$ cat src/design/vcds_pkg.sv
package vcds_pkg;

  // Sequencer states
  typedef enum logic [1:0] {
    ST_IDLE,
    ST_MUL,
    ST_DIV,
    ST_OUT
  } state_e;

  // Motion phase, as presented on the phase output
  typedef enum logic [1:0] {
    PH_IDLE  = 2'd0,
    PH_WAIT  = 2'd1,
    PH_DECAY = 2'd2
  } phase_e;

  // Item kinds
  localparam logic MODE_CMD  = 1'b0;
  localparam logic MODE_TICK = 1'b1;

  // Command codes
  localparam logic [7:0] CMD_LIN_UP   = 8'd1;
  localparam logic [7:0] CMD_LIN_DOWN = 8'd2;
  localparam logic [7:0] CMD_ANG_DOWN = 8'd3;
  localparam logic [7:0] CMD_ANG_UP   = 8'd4;
  localparam logic [7:0] CMD_CLEAR    = 8'd5;

  // Configuration register indexes
  localparam int unsigned CFG_IDX_W = 2;
  localparam logic [CFG_IDX_W-1:0] CFG_LIN_STEP   = 2'd0;
  localparam logic [CFG_IDX_W-1:0] CFG_ANG_STEP   = 2'd1;
  localparam logic [CFG_IDX_W-1:0] CFG_WAIT_TICKS = 2'd2;
  localparam logic [CFG_IDX_W-1:0] CFG_DECAY_TICKS = 2'd3;

  // Register widths and reset values
  localparam int unsigned STEP_W = 10;
  localparam int unsigned DUR_W  = 16;
  localparam int unsigned CFG_DATA_W = 16;

  localparam logic [STEP_W-1:0] LIN_STEP_RST    = 10'd10;
  localparam logic [STEP_W-1:0] ANG_STEP_RST    = 10'd100;
  localparam logic [DUR_W-1:0]  WAIT_TICKS_RST  = 16'd300;
  localparam logic [DUR_W-1:0]  DECAY_TICKS_RST = 16'd1000;

endpackage

$ cat src/design/velocity_command_decay_shaper_unit.sv
// Velocity command shaper with angular decay.
//
// Input channel (in_valid_i / in_stall_o): one item per transfer, either a
// command (mode_i = 0, code on command_code_i) or a 1 ms tick (mode_i = 1).
// Output channel (out_valid_o / out_stall_i): exactly one result per input
// item, in order: linear and angular speed, invalid flag and phase.
// Configuration: cfg_we_i writes cfg_wdata_i into the register selected by
// cfg_index_i (linear step, angular step, wait ticks, decay ticks); write only
// while no item is in flight.
//
// Commands and ticks that need no ramp value go from the input transfer
// through ST_OUT into the output register; when the ramp value is computed,
// the item first passes ST_MUL (one multiply step) and ST_DIV, a restoring
// divider retiring one quotient bit per cycle, before ST_OUT.
// in_stall_o is high while an item is in flight, so a new item is taken only
// after the last one has left the sequencer.
// The result sits in an output register, so the next item is taken while a
// stalled result waits. A finished result that finds the output register
// still stalled waits in the sequencer until it drains.
// Reset clears speeds, phase and tick count and loads the register defaults.
module velocity_command_decay_shaper_unit
  import vcds_pkg::*;
#(
  parameter int unsigned SPEED_WIDTH = 16,
  parameter int unsigned TICK_WIDTH  = 16
) (
  input  logic                          clk_i,
  input  logic                          rst_ni,

  input  logic                          cfg_we_i,
  input  logic [CFG_IDX_W-1:0]          cfg_index_i,
  input  logic [CFG_DATA_W-1:0]         cfg_wdata_i,

  input  logic                          in_valid_i,
  output logic                          in_stall_o,
  input  logic                          mode_i,
  input  logic [7:0]                    command_code_i,

  output logic                          out_valid_o,
  input  logic                          out_stall_i,
  output logic signed [SPEED_WIDTH-1:0] linear_speed_o,
  output logic signed [SPEED_WIDTH-1:0] angular_speed_o,
  output logic                          invalid_command_o,
  output logic [1:0]                    phase_o
);

  localparam int unsigned SW    = SPEED_WIDTH;
  localparam int unsigned TW    = TICK_WIDTH;
  // sum of a speed and a step, with headroom for the clamp
  localparam int unsigned SUM_W = ((SW > STEP_W + 1) ? SW : (STEP_W + 1)) + 1;
  // tick count against a 16-bit duration
  localparam int unsigned CMP_W = (TW > DUR_W) ? TW : DUR_W;
  // product of a magnitude and the ticks left
  localparam int unsigned PW    = SW - 1 + DUR_W;
  localparam int unsigned CNT_W = $clog2(SW - 1);
  localparam logic [CNT_W-1:0] CNT_LAST = CNT_W'(SW - 2);

  localparam logic signed [SUM_W-1:0] LIM =
    {{(SUM_W - SW + 1){1'b0}}, {(SW - 1){1'b1}}};
  localparam logic signed [SUM_W-1:0] NLIM = -LIM;

  function automatic logic [SW-1:0] clamp_sum(input logic signed [SUM_W-1:0] v);
    logic [SW-1:0] r;
    if (v > LIM) begin
      r = LIM[SW-1:0];
    end else if (v < NLIM) begin
      r = NLIM[SW-1:0];
    end else begin
      r = v[SW-1:0];
    end
    return r;
  endfunction

  // configuration registers
  logic [STEP_W-1:0] lin_step_q, ang_step_q;
  logic [DUR_W-1:0]  wait_ticks_q, decay_ticks_q;

  // architectural state
  logic signed [SW-1:0] lin_q, lin_d;
  logic signed [SW-1:0] ang_q, ang_d;
  logic signed [SW-1:0] dstart_q, dstart_d;
  phase_e               phase_q, phase_d;
  logic [TW-1:0]        tick_q, tick_d;
  logic                 inv_q, inv_d;

  // sequencer and divider
  state_e               state_q, state_d;
  logic [DUR_W-1:0]     rem_q, rem_d;
  logic [SW-2:0]        low_q, low_d;
  logic [CNT_W-1:0]     cnt_q, cnt_d;

  // output register
  logic                 out_valid_q, out_valid_d;
  logic signed [SW-1:0] out_lin_q, out_lin_d;
  logic signed [SW-1:0] out_ang_q, out_ang_d;
  logic                 out_inv_q, out_inv_d;
  phase_e               out_phase_q, out_phase_d;

  logic in_xfer, need_div, out_free;
  logic [TW-1:0]        tick_inc;
  logic [CMP_W-1:0]     tick_inc_ext, tick_ext, wait_ext, decay_ext;
  logic signed [SUM_W-1:0] lin_ext, ang_ext, lin_step_ext, ang_step_ext;
  logic signed [SW-1:0] dstart_neg;
  logic [SW-2:0]        mag;
  logic [DUR_W-1:0]     left;
  logic [PW-1:0]        prod;
  logic [DUR_W:0]       trial, diff;
  logic                 ge;
  logic [SW-2:0]        quot;

  assign in_stall_o = (state_q != ST_IDLE);
  assign in_xfer    = in_valid_i && !in_stall_o;
  assign out_free   = !out_valid_q || !out_stall_i;

  assign tick_inc     = (&tick_q) ? tick_q : tick_q + 1'b1;
  assign tick_inc_ext = CMP_W'(tick_inc);
  assign tick_ext     = CMP_W'(tick_q);
  assign wait_ext     = CMP_W'(wait_ticks_q);
  assign decay_ext    = CMP_W'(decay_ticks_q);

  assign lin_ext      = SUM_W'(lin_q);
  assign ang_ext      = SUM_W'(ang_q);
  assign lin_step_ext = SUM_W'(lin_step_q);
  assign ang_step_ext = SUM_W'(ang_step_q);

  // multiply step: |decay_start| * ticks left (elapsed < decay here)
  assign dstart_neg = -dstart_q;
  assign mag        = dstart_q[SW-1] ? dstart_neg[SW-2:0] : dstart_q[SW-2:0];
  assign left       = decay_ticks_q - tick_ext[DUR_W-1:0];
  assign prod       = PW'(mag) * PW'(left);

  // one restoring divide step
  assign trial = {rem_q, low_q[SW-2]};
  assign diff  = trial - {1'b0, decay_ticks_q};
  assign ge    = (trial >= {1'b0, decay_ticks_q});
  assign quot  = {low_q[SW-3:0], ge};

  // next state
  always_comb begin
    state_d = state_q;
    case (state_q)
      ST_IDLE: begin
        if (in_xfer) begin
          state_d = need_div ? ST_MUL : ST_OUT;
        end
      end
      ST_MUL: state_d = ST_DIV;
      ST_DIV: begin
        if (cnt_q == CNT_LAST) begin
          state_d = ST_OUT;
        end
      end
      ST_OUT: begin
        if (out_free) begin
          state_d = ST_IDLE;
        end
      end
      default: state_d = ST_IDLE;
    endcase
  end

  // datapath
  always_comb begin
    lin_d       = lin_q;
    ang_d       = ang_q;
    dstart_d    = dstart_q;
    phase_d     = phase_q;
    tick_d      = tick_q;
    inv_d       = inv_q;
    rem_d       = rem_q;
    low_d       = low_q;
    cnt_d       = cnt_q;
    need_div    = 1'b0;
    out_valid_d = out_valid_q && out_stall_i;
    out_lin_d   = out_lin_q;
    out_ang_d   = out_ang_q;
    out_inv_d   = out_inv_q;
    out_phase_d = out_phase_q;

    case (state_q)
      ST_IDLE: begin
        if (in_xfer) begin
          inv_d = 1'b0;
          if (mode_i == MODE_CMD) begin
            case (command_code_i)
              CMD_LIN_UP:   lin_d = clamp_sum(lin_ext + lin_step_ext);
              CMD_LIN_DOWN: lin_d = clamp_sum(lin_ext - lin_step_ext);
              CMD_ANG_DOWN: begin
                ang_d   = clamp_sum(ang_ext - ang_step_ext);
                phase_d = PH_WAIT;
                tick_d  = '0;
              end
              CMD_ANG_UP: begin
                ang_d   = clamp_sum(ang_ext + ang_step_ext);
                phase_d = PH_WAIT;
                tick_d  = '0;
              end
              CMD_CLEAR: begin
                lin_d    = '0;
                ang_d    = '0;
                dstart_d = '0;
                tick_d   = '0;
                phase_d  = PH_IDLE;
              end
              default: inv_d = 1'b1;
            endcase
          end else if (phase_q == PH_WAIT) begin
            if (tick_inc_ext >= wait_ext) begin
              // wait over: ramp starts at elapsed zero
              dstart_d = ang_q;
              tick_d   = '0;
              if (decay_ticks_q == '0) begin
                ang_d   = '0;
                phase_d = PH_IDLE;
              end else begin
                phase_d  = PH_DECAY;
                need_div = 1'b1;
              end
            end else begin
              tick_d = tick_inc;
            end
          end else if (phase_q == PH_DECAY) begin
            tick_d = tick_inc;
            if (tick_inc_ext >= decay_ext) begin
              ang_d   = '0;
              phase_d = PH_IDLE;
            end else begin
              need_div = 1'b1;
            end
          end
        end
      end
      ST_MUL: begin
        rem_d = prod[PW-1:SW-1];
        low_d = prod[SW-2:0];
        cnt_d = '0;
      end
      ST_DIV: begin
        rem_d = ge ? diff[DUR_W-1:0] : trial[DUR_W-1:0];
        low_d = quot;
        cnt_d = cnt_q + 1'b1;
        if (cnt_q == CNT_LAST) begin
          ang_d = dstart_q[SW-1] ? -SW'(quot) : SW'(quot);
        end
      end
      ST_OUT: begin
        if (out_free) begin
          out_valid_d = 1'b1;
          out_lin_d   = lin_q;
          out_ang_d   = ang_q;
          out_inv_d   = inv_q;
          out_phase_d = phase_q;
        end
      end
      default: ;
    endcase
  end

  always_ff @(posedge clk_i or negedge rst_ni) begin
    if (!rst_ni) begin
      state_q     <= ST_IDLE;
      lin_q       <= '0;
      ang_q       <= '0;
      dstart_q    <= '0;
      phase_q     <= PH_IDLE;
      tick_q      <= '0;
      inv_q       <= 1'b0;
      out_valid_q <= 1'b0;
    end else begin
      state_q     <= state_d;
      lin_q       <= lin_d;
      ang_q       <= ang_d;
      dstart_q    <= dstart_d;
      phase_q     <= phase_d;
      tick_q      <= tick_d;
      inv_q       <= inv_d;
      out_valid_q <= out_valid_d;
    end
  end

  // divider and output payload, no reset
  always_ff @(posedge clk_i) begin
    rem_q       <= rem_d;
    low_q       <= low_d;
    cnt_q       <= cnt_d;
    out_lin_q   <= out_lin_d;
    out_ang_q   <= out_ang_d;
    out_inv_q   <= out_inv_d;
    out_phase_q <= out_phase_d;
  end

  // configuration writes, each masked to its register width
  always_ff @(posedge clk_i or negedge rst_ni) begin
    if (!rst_ni) begin
      lin_step_q    <= LIN_STEP_RST;
      ang_step_q    <= ANG_STEP_RST;
      wait_ticks_q  <= WAIT_TICKS_RST;
      decay_ticks_q <= DECAY_TICKS_RST;
    end else if (cfg_we_i) begin
      case (cfg_index_i)
        CFG_LIN_STEP:    lin_step_q    <= cfg_wdata_i[STEP_W-1:0];
        CFG_ANG_STEP:    ang_step_q    <= cfg_wdata_i[STEP_W-1:0];
        CFG_WAIT_TICKS:  wait_ticks_q  <= cfg_wdata_i[DUR_W-1:0];
        CFG_DECAY_TICKS: decay_ticks_q <= cfg_wdata_i[DUR_W-1:0];
        default: ;
      endcase
    end
  end

  assign out_valid_o       = out_valid_q;
  assign linear_speed_o    = out_lin_q;
  assign angular_speed_o   = out_ang_q;
  assign invalid_command_o = out_inv_q;
  assign phase_o           = out_phase_q;

endmodule
$ cat config.mk
export PLATFORM = sky130hd
export DESIGN_NAME = velocity_command_decay_shaper_unit
export DESIGN_NICKNAME = d
export VERILOG_FILES = /design/src/design/vcds_pkg.sv /design/src/design/velocity_command_decay_shaper_unit.sv
export SDC_FILE = /design/constraint.sdc
export NUM_CORES = 1
export LEC_CHECK = 0
export BUFFER_PORTS_ARGS = -buffer_cell sky130_fd_sc_hd__buf_2
export CAP_MARGIN = 20
export CORE_AREA = 4 4 292 294
export CTS_BUF_LIST = sky130_fd_sc_hd__clkbuf_8
export DETAILED_ROUTE_END_ITERATION = 10
export DIE_AREA = 0 0 296 298
export SYNTH_ARGS = -nofsm -noshare
export SYNTH_HDL_FRONTEND = slang
export SYNTH_SLANG_ARGS = --single-unit
export TNS_END_PERCENT = 30
$ cat constraint.sdc
create_clock -name clk_i -period 11.7 [get_ports clk_i]
set_input_delay 1.17 -clock clk_i [delete_from_list [all_inputs] [get_ports clk_i]]
set_output_delay 1.17 -clock clk_i [all_outputs]
set_load 0.05 [all_outputs]
==> impl_metrics.yaml <==
run_status:
  status: "complete, no violations"
clock_network:
  post_cts_resized: 0
  post_cts_buffers: 0
  holdBufCountCts: 0
  cts_tree: "yes"
  cts.sinks: 192
  cts_max_level: 4
  cts_buffer_depth: 2
  clk_latency_ns: 0.51
  cts-root-buf: "clkbuf_8"
  numCtsBuffers: 17
  path_clk_slew_ns: 0.10
routing:
  ant_nets: 0
  viasPerCell: 4.95
  wl_per_cell_um: 17.3
  drc: 0
  totalWireLength_um: 62500
  vias: 17893
  dr.pass1.iters: 5
  drtIter0Drc: 1248
pwr:
  p_leak_nw: 11.2
  p_per_area_nw_per_um2: 146
  finalPower_mw: 3.51
  ir_worst_vdd_mv: 0.138
timing:
  setup_viol: 0
  slew_viol_final: 0
  tns_ns: 0
  finalHoldViolCount: 0
  rsz0062_at_grt: "false"
  worst_pin_slew_ns: 1.11
  skew_ns: 0.0162
  fin_crit_sh: 0.782
  relSlewSlack: 0.256
  period_needed_ns: 9.15
  fmax_mhz: 109
synth:
  synth-edff-count: 70
  syn_inst: 2486
  synth_ff_type: "dfrtp_1"
  avgSynthCellArea_sq_um: 8.89
  ys_types: 98
  synth_top_area_frac: 0.169
  synth-warning-count: 0
  syn_nets: 2910
  synth_top_area_cell: "fa_1"
  synth_area_leaders: "fa_1 (17%), dfrtp_1 (12%), ha_1 (12%)"
  yosysSeqAreaShare: 0.234
  ys_ff_latch: 192
  netlist_area_sq_um: 22100
  synthArstFlopShare: 0.635
placement:
  port_buffers: 68
  place_hpwl_um: 49400
  gp_congestion: 0.866
  place_area_sq_um: 23700
grt:
  grt_pass1_vias: 17859
  grt_max_degree: 67
  gr-total-overflow: 0
  grt_use_total: 0.142
  antenna_found_initial: 4
  grt_pass1_wl_um: 100000
flow_run:
  drv_cap: 0
setup_path:
  timing.rr.start: "tick_ext[0]"
  crit_arrival_ns: 9.41
  critPathMaxStageDelay_ns: 0.63
  crit_path_max_fanout: 8
  crit_start: "tick_ext[0]"
  required_ns: 11.97
  critPathSlowestCell: "xnor2_1"
  critPathKind: "reg2reg"
  setup.worst_path.start_class: "flop"
  path_common_cell: "fa_1"
  worst_setup_path_end_kind: "flop"
die:
  rows: 106
  die_y_um: 298
  core_area_sq_um: 82900
  die_area_sq_um: 88200
  fp.dieW_um: 296
  start_util: 0.266
  pin_count: 69
hold_path:
  min-delay-path-class: "reg2reg"
  hold_path.startpoint: "tick_ext[11]"
cells_and_area:
  fin_nets: 2944
  drive_above_1_share: 0.0963
  area_growth_syn_to_layout_pct: 8.93
  final_area_sq_um: 24100
  fin_util: 0.290
layer usage:
metal | vias to the layer above | part of all wire | GRT usage
met1 | 8754 | 0.46 | 0.197
met5 | - | 0.00043 | 0
met2 | 465 | 0.47 | 0.234
met3 | 87 | 0.046 | 0.0174
met4 | 4 | 0.025 | 0.0398
li1 | 8583 | - | -
cell families (layout without fill, tap and decap cells):
kind of cell	count (synthesis)	in the layout	share of synthesized area
AO/OA/AOI/OAI	534	534	0.162
XOR/XNOR	137	137	0.0543
adder cells (fa/ha/maj)	392	392	0.285
buffers and inverters	400	447	0.0711
flip-flops	192	192	0.234
multiplexers	65	65	0.0324
other	0	3	0
AND/OR/NAND/NOR	766	766	0.161
final timing paths:
check                                    end  slack (ns)  cells after the start
worst max register to register     rem_q[15]        2.55                     33
worst min-delay path            tick_ext[11]        0.50                      2
max in group asynchronous       wait_ext[12]        9.55                      2
worst min register to register  tick_ext[11]        0.50                      2
worst max-delay path               rem_q[15]        2.55                     33
min in group asynchronous           lin_q[7]        0.79                      1
power by group:
group	switching, mW	internal (mW)	leakage (nW)
clock network	0.261	0.152	0.183
logic	1.27	0.680	8.80
registers	0.199	0.942	2.22
total	1.73	1.77	11.2
cell usage after synthesis (59+ instances only):
| library cell | n |
|---|---|
| inv_1 | 310 |
| nor2_1 | 262 |
| nand2_1 | 229 |
| ha_1 | 206 |
| fa_1 | 186 |
| o21ai_0 | 127 |
| a21oi_1 | 121 |
| dfrtp_1 | 107 |
| xnor2_1 | 78 |
| edfxtp_1 | 70 |
| clkbuf_1 | 61 |
| xor2_1 | 59 |
area by class of cell:
type                    count  area (sq um)
multi-input cells        1894         15400
well taps                1080          1350
flip-flops and latches    192          5170
clock buffers              18           248
diodes                      3          7.51
fillers                  8748         58800
repair buffers            102           598
clock inverters            14          92.6
inverters                 313          1170
cells in the final DEF (no fill, tap or decap), types with 9 or more instances in the layout:
cell type  synthesis  final
nor3_1            47     47
a211o_1           12     12
mux2_2            52     52
o31ai_1           23     23
inv_1            310    312
or3_1             14     14
or2_2              9      9
dfrtp_1          107    107
a31oi_1           21     21
ha_1             206    205
nor4_1            21     21
a22o_1            17     17
a211oi_1          20     20
dfstp_2           15     15
edfxtp_1          70     70
xnor2_1           78     77
buf_4              1     35
nor2_1           262    262
and2_1            13     13
o21ai_0          127    127
o211ai_1          11     11
o21ai_1           14     14
nand3_1           45     45
fa_1             186    186
nand2_1          229    229
buf_2             12     67
nand2b_1          38     38
o21a_1            17     17
a21o_1            40     40
clkbuf_8           0     18
o22ai_1            9      9
and3_1            13     13
xor2_1            59     54
nor2b_1           21     21
nand4_1           19     19
a21oi_1          121    121
o21bai_1          10     10
mux2i_1           13     13
registers in the layout (all words and copies together), names as in the netlist, 4 cells and up:
register / count
ang_q: 16
angular_speed_o: 16
decay_ext: 16
dstart_q: 16
lin_q: 16
linear_speed_o: 16
rem_q: 16
tick_ext: 16
wait_ext: 16
low_q: 15
ang_step_q: 10
lin_step_q: 10
cnt_q: 4
worst max-delay path, delay by kind of cell, from the launching register on:
family / cells / cell delay [ns]
buffers and inverters: 5 / 0.27
AND/OR/NAND/NOR: 3 / 0.37
multiplexers: 1 / 0.09
flip-flops: 1 / 0.46
XOR/XNOR: 2 / 0.77
AO/OA/AOI/OAI: 13 / 2.95
adder cells (fa/ha/maj): 9 / 3.99
through the flow:
step | hold slack (ns) | setup WS [ns] | instances
after floorplan | 0.423 | 3.36 | 2486
after global placement | 0.475 | 2.66 | 3578
after detailed placement | 0.484 | 2.52 | 3579
after CTS | 0.507 | 2.50 | 3611
after global routing | 0.531 | 1.88 | 3613
final | 0.496 | 2.55 | 3616
(Power assumes the default switching activity.)
